===== src/tile_disk_member_counter_macros.svh =====
`ifndef TILE_DISK_MEMBER_COUNTER_MACROS_SVH
`define TILE_DISK_MEMBER_COUNTER_MACROS_SVH

// same-cycle implication
`define TDMC_ASSERT_NOW(label, clk, rst_n, ante, cons) \
	label: assert property (@(posedge clk) disable iff (!rst_n) (ante) |-> (cons)) \
		else $error("tdmc assertion failed");

// next-cycle implication
`define TDMC_ASSERT_NEXT(label, clk, rst_n, ante, cons) \
	label: assert property (@(posedge clk) disable iff (!rst_n) (ante) |=> (cons)) \
		else $error("tdmc assertion failed");

`endif


===== src/tdmc_pkg.sv =====
package tdmc_pkg;

	localparam int MAP_SIZE_DEF    = 256;
	localparam int COUNT_WIDTH_DEF = 8;
	localparam int FRAC_BITS_DEF   = 4;

	localparam int TILE_W = 8;
	localparam int FIX_W  = 12;
	localparam int OUT_W  = 17;
	localparam int SQ_W   = 2 * FIX_W;
	localparam int ROOT_W = FIX_W;
	localparam int S_W    = 16;

	localparam logic [OUT_W-1:0] OUT_MAX = '1;

	localparam logic [1:0] FUNC_ADD    = 2'd0;
	localparam logic [1:0] FUNC_REMOVE = 2'd1;
	localparam logic [1:0] FUNC_QUERY  = 2'd2;

	typedef enum logic [1:0] {
		OP_ADD,
		OP_REMOVE,
		OP_QUERY
	} op_t;

	typedef struct packed {
		op_t               op;
		logic [TILE_W-1:0] tile_x;
		logic [TILE_W-1:0] tile_y;
		logic [FIX_W-1:0]  center_x;
		logic [FIX_W-1:0]  center_y;
		logic [FIX_W-1:0]  radius;
	} cmd_t;

	typedef enum logic [3:0] {
		ST_CLEAR,
		ST_IDLE,
		ST_UPD_RD,
		ST_UPD_WR,
		ST_ROW,
		ST_SQRT,
		ST_SPAN,
		ST_COLS,
		ST_DRAIN,
		ST_DONE
	} state_t;

endpackage


===== src/tdmc_front.sv =====
module tdmc_front #(
	parameter int MAP_SIZE = tdmc_pkg::MAP_SIZE_DEF
) (
	input  logic                        clk,
	input  logic                        arst_n,
	input  logic                        push,
	input  logic [1:0]                  func,
	input  logic [tdmc_pkg::TILE_W-1:0] tile_x,
	input  logic [tdmc_pkg::TILE_W-1:0] tile_y,
	input  logic [tdmc_pkg::FIX_W-1:0]  center_x,
	input  logic [tdmc_pkg::FIX_W-1:0]  center_y,
	input  logic [tdmc_pkg::FIX_W-1:0]  radius,
	input  logic                        hold,
	output logic                        full,
	output logic                        cmd_valid,
	input  logic                        cmd_take,
	output tdmc_pkg::cmd_t              cmd
);
	import tdmc_pkg::*;

	cmd_t       fifo_q [2];
	cmd_t       new_cmd;
	logic       wr_ptr_q, rd_ptr_q;
	logic [1:0] cnt_q;
	logic       accept, in_map, keep, enq, deq;

	assign full      = (cnt_q == 2'd2) || hold;
	assign accept    = push && !full;
	assign in_map    = (32'(tile_x) < 32'(MAP_SIZE)) && (32'(tile_y) < 32'(MAP_SIZE));
	assign cmd_valid = (cnt_q != 2'd0);
	assign cmd       = fifo_q[rd_ptr_q];
	assign deq       = cmd_take && cmd_valid;
	assign enq       = accept && keep;

	always_comb begin
		new_cmd.tile_x   = tile_x;
		new_cmd.tile_y   = tile_y;
		new_cmd.center_x = center_x;
		new_cmd.center_y = center_y;
		new_cmd.radius   = radius;
		case (func)
			FUNC_ADD: begin
				new_cmd.op = OP_ADD;
				keep       = in_map;
			end
			FUNC_REMOVE: begin
				new_cmd.op = OP_REMOVE;
				keep       = in_map;
			end
			FUNC_QUERY: begin
				new_cmd.op = OP_QUERY;
				keep       = 1'b1;
			end
			default: begin
				new_cmd.op = OP_QUERY;
				keep       = 1'b0;
			end
		endcase
	end

	always_ff @(posedge clk or negedge arst_n) begin
		if (!arst_n) begin
			wr_ptr_q <= 1'b0;
			rd_ptr_q <= 1'b0;
			cnt_q    <= 2'd0;
		end else begin
			if (enq) begin
				wr_ptr_q <= !wr_ptr_q;
			end
			if (deq) begin
				rd_ptr_q <= !rd_ptr_q;
			end
			if (enq && !deq) begin
				cnt_q <= cnt_q + 2'd1;
			end else if (deq && !enq) begin
				cnt_q <= cnt_q - 2'd1;
			end
		end
	end

	always_ff @(posedge clk) begin
		if (enq) begin
			fifo_q[wr_ptr_q] <= new_cmd;
		end
	end
endmodule


===== config.mk =====
export PLATFORM = sky130hd
export DESIGN_NAME = tdmc_front
export DESIGN_NICKNAME = d
export VERILOG_FILES = /design/src/tile_disk_member_counter_macros.svh /design/src/tdmc_pkg.sv /design/src/tdmc_front.sv
export SDC_FILE = /design/constraint.sdc
export NUM_CORES = 1
export LEC_CHECK = 0
export BUFFER_PORTS_ARGS = -buffer_cell sky130_fd_sc_hd__buf_2
export CAP_MARGIN = 40
export CELL_PAD_IN_SITES_DETAIL_PLACEMENT = 2
export CELL_PAD_IN_SITES_GLOBAL_PLACEMENT = 2
export CORE_MARGIN = 10
export CORE_UTILIZATION = 42
export CTS_BUF_LIST = sky130_fd_sc_hd__clkbuf_8
export DETAILED_ROUTE_END_ITERATION = 10
export GPL_TIMING_DRIVEN = 0
export HOLD_SLACK_MARGIN = 0.06
export PLACE_DENSITY = 0.89
export SETUP_SLACK_MARGIN = 0.5
export SLEW_MARGIN = 25
export SYNTH_ARGS = -nofsm -noshare
export SYNTH_HDL_FRONTEND = slang
export SYNTH_SLANG_ARGS = --single-unit

===== constraint.sdc =====
create_clock -name clk -period 9.7 [get_ports clk]
set_input_delay 1.94 -clock clk [delete_from_list [all_inputs] [get_ports clk]]
set_output_delay 1.94 -clock clk [all_outputs]
set_load 0.02 [all_outputs]

==> summary.txt <==
Global route
  • Initial antenna violation count: 1
  • Vias in the first global route: 2634
  • GR Overflow Total: 0
  • Tot GR Track Use: 13.7%
  • Pin count of the biggest net entering global routing: 55
  • Global-route wire length before repair: 15000 µm

Yosys
  • Area contributors post-synth: edfxtp_1 (78%), mux2_2 (15%), dfrtp_1 (2.4%)
  • Synth Register Bits: 112
  • Synth Warn #: 0
  • Mean Syn Cell Area: about 22 µm²
  • Cells after Synth: 189
  • Share of the synthesized area in the top cell type: between 70% and 80%
  • Register area share after synthesis: about four fifths
  • Yosys cell types: 19
  • Post-Syn Area: 4150 µm²
  • Syn Nets: 249
  • Largest area contributor in the netlist: edfxtp_1

CTS
  • # Post-CTS Setup Buffers: 0
  • CTS tree: yes
  • Post-CTS resize count: 0
  • Clock sinks: 112
  • Longest Clk Path Bufs: 2
  • Num CTS Buffers: 9
  • Post-CTS Hold Fix Bufs: 0
  • CTS root buffer: clkbuf_8
  • Worst skew pair latency: 360 ps
  • Worst-path clk slew: 90 ps
  • H-tree depth: 3

Layout
  • Ratio of cells with drive above 1 in the final layout: 61.8%
  • Fin nets: 380
  • FILL cells: 897
  • P&R area growth vs syn: 23.3%

STA
  • Max Transition Viols Final: 0
  • Endpoints failing setup: 0
  • Post-route setup slack: 5330 ps
  • Max-Slew Margin vs Limit: approximately half
  • Slew @ Worst Pin: 775 ps
  • Final period util: between 40% and 50%
  • Clock period minus worst slack: 4370 ps
  • Fmax: around 230 MHz
  • Unrepaired setup endpoints after global routing: false
  • Layout Skew: 10.4 ps
  • Final hold viol count: 0
  • Setup TNS: 0 ps

Detailed routing
  • Final ANT Viol Nets: 0
  • Remaining DRCs: 0
  • Vias: 2165
  • Post-Route WL: 9720 µm
  • Routed WL per cell: 21.2 µm
  • Vias per cell: 4.72
  • TritonRoute pass-1 iters: 4
  • First-iteration detailed-routing DRC count: 52

Die
  • Initial Utilization: between 40% and 50%
  • Vert. Die Dim: 119 µm
  • IO Count: ~120
  • # rows: 36
  • Full die area: 14300 µm²
  • Die Span X: 119 µm
  • Core Footprint: between 9000 and 10000 µm²

Status
  • Outcome: complete, no violations

Power
  • Flop pwr share: 46.5%
  • Final Total Pwr: 1.31 mW
  • Net switching power: 435 µW
  • Logic gate share of total power: ~34%
  • Power Density: 256 nW/µm²
  • Clock group share of total power: between 10% and 20%
  • VDD IR-drop max: around 0.00012 V
  • Leak pwr: 1.91 nW
  • Switching Share: about a third
  • P_int: approximately 870 µW

Critical path
  • Startpoint types: input pin
  • WP buf/inv: 2
  • Crit-path leading delay family: buffers and inverters
  • Arrival time at the worst endpoint: 2430 ps
  • CP max stage cell: a21o_2
  • CP cell instances: buf_2 > a21o_2 > buf_2
  • Critical-path maximum fanout: 2
  • CP Capture Type: primary output
  • WS Path Type: in2out
  • WP data required: 7760 ps
  • Most frequent CP cell: buf_2
  • Largest stage delay on the critical path: around 210 ps

Placed design
  • Hpwl dp: 7390 µm
  • Input/output buffers: 114
  • Routability Congestion: approximately 0.7
  • Setup Slack @ Placement: about 5300 ps

Flow run
  • Max_cap viols: 0

Min path
  • Min-delay worst type: reg2reg
[layout make-up]
| cell class | count | area (µm²) | share of cell area [%] |
|---|---|---|---|
| Timing Repair Buffer | 120 | 619 | 12.1 |
| Sequential cell | 112 | 3340 | 65.3 |
| Clock buffer | 9 | 124 | 2.42 |
| Multi-Input combinational cell | 69 | 742 | 14.5 |
| Inverter | 1 | 3.75 | 0.0734 |
| Buffer | 7 | 67.6 | 1.32 |
| Antenna cell | 1 | 2.50 | 0.0489 |
| Tap cell | 133 | 166 | 3.25 |
| Clock inverter | 7 | 47.5 | 0.929 |
[path summary, 6_finish.rpt]
kind                            startpoint           end  slack (ps)  cells past startpoint
worst max register to register    cnt_q[0]  fifo_q[0][3]        7460                      6
max in group asynchronous           arst_n      cnt_q[0]        8200                      1
worst max-delay path                  hold          full        5330                      3
worst min-delay path              wr_ptr_q      wr_ptr_q         550                      1
worst min register to register    wr_ptr_q      wr_ptr_q         550                      1
min in group asynchronous           arst_n      cnt_q[1]        1370                      1
[state kept, by name, summed over array words and instances (netlist names)]
register	count
wr_ptr_q	1
rd_ptr_q	1
cnt_q	2
fifo_q	108
[kinds of logic (layout without fill, tap and decap cells)]
kind of cell	count (synthesis)	after routing	share of synthesized area (%)
AOI/OAI and AO/OA	3	3	0.935
xor gates and xnor gates	5	5	1.06
adders and majority gates	1	1	0.301
buffers and inverters	8	144	1.72
DFF	112	112	80.6
muxes	54	54	14.7
other	0	1	0
and+or+nand+nor	6	6	0.784
[worst reg2reg max path, stage by stage, from the launching register on]
cell,delay [ps]
dfrtp_1,460
inv_2,80
a21o_2,240
nor3_2,520
buf_6,230
buf_4,200
buf_4,220
[power groups by stage]
stage | sequential, mW | combinational [mW] | clock, mW
6_report | 0.609 | 0.450 | 0.250
3_5_place_dp | 0.621 | 0.461 | 0
2_1_floorplan | 0.615 | 0.312 | 0
3_3_place_gp | 0.620 | 0.440 | 0
4_1_cts | 0.611 | 0.464 | 0.257
5_1_grt | 0.615 | 0.484 | 0.277
[metrics by stage]
stage	cells	instance area, µm²	utilization (%)	hold WS (ps)
detailed placement	442	4940	51.0	531
floorplan	189	4150	-	456
finish	459	5120	52.8	545
CTS	458	5110	52.8	551
global placement	436	4890	50.5	484
global route	459	5120	52.8	589
[cell usage in the layout (no fill, tap or decap), types with 2 or more instances in the layout]
| cell type | n |
|---|---|
| buf_2 | 114 |
| buf_4 | 6 |
| buf_6 | 6 |
| clkbuf_8 | 9 |
| clkinv_4 | 2 |
| dfrtp_1 | 4 |
| edfxtp_1 | 108 |
| inv_6 | 2 |
| mux2_2 | 54 |
| xnor2_1 | 2 |
| xor2_1 | 3 |
[per-layer routing]
| metal | up-vias | GRT usage (%) | share of wire (%) |
|---|---|---|---|
| li1 | 1002 | - | - |
| met3 | 10 | 3.40 | 4.4 |
| met5 | - | 0 | 0 |
| met2 | 65 | 25.9 | 57 |
| met1 | 1088 | 14.1 | 38 |
| met4 | 0 | 5.28 | 1.1 |
[cell usage after synthesis]
cell type / number
edfxtp_1: 108
mux2_2: 54
buf_6: 5
dfrtp_1: 4
xor2_1: 3
xnor2_1: 2
a211oi_4: 1
a21bo_2: 1
a21o_2: 1
and2_2: 1
buf_4: 1
clkbuf_1: 1
ha_1: 1
inv_2: 1
nand2_1: 1
nor2_1: 1
nor2b_1: 1
nor3_1: 1
or2_2: 1
Note: power is estimated with default switching activity, not from simulation.
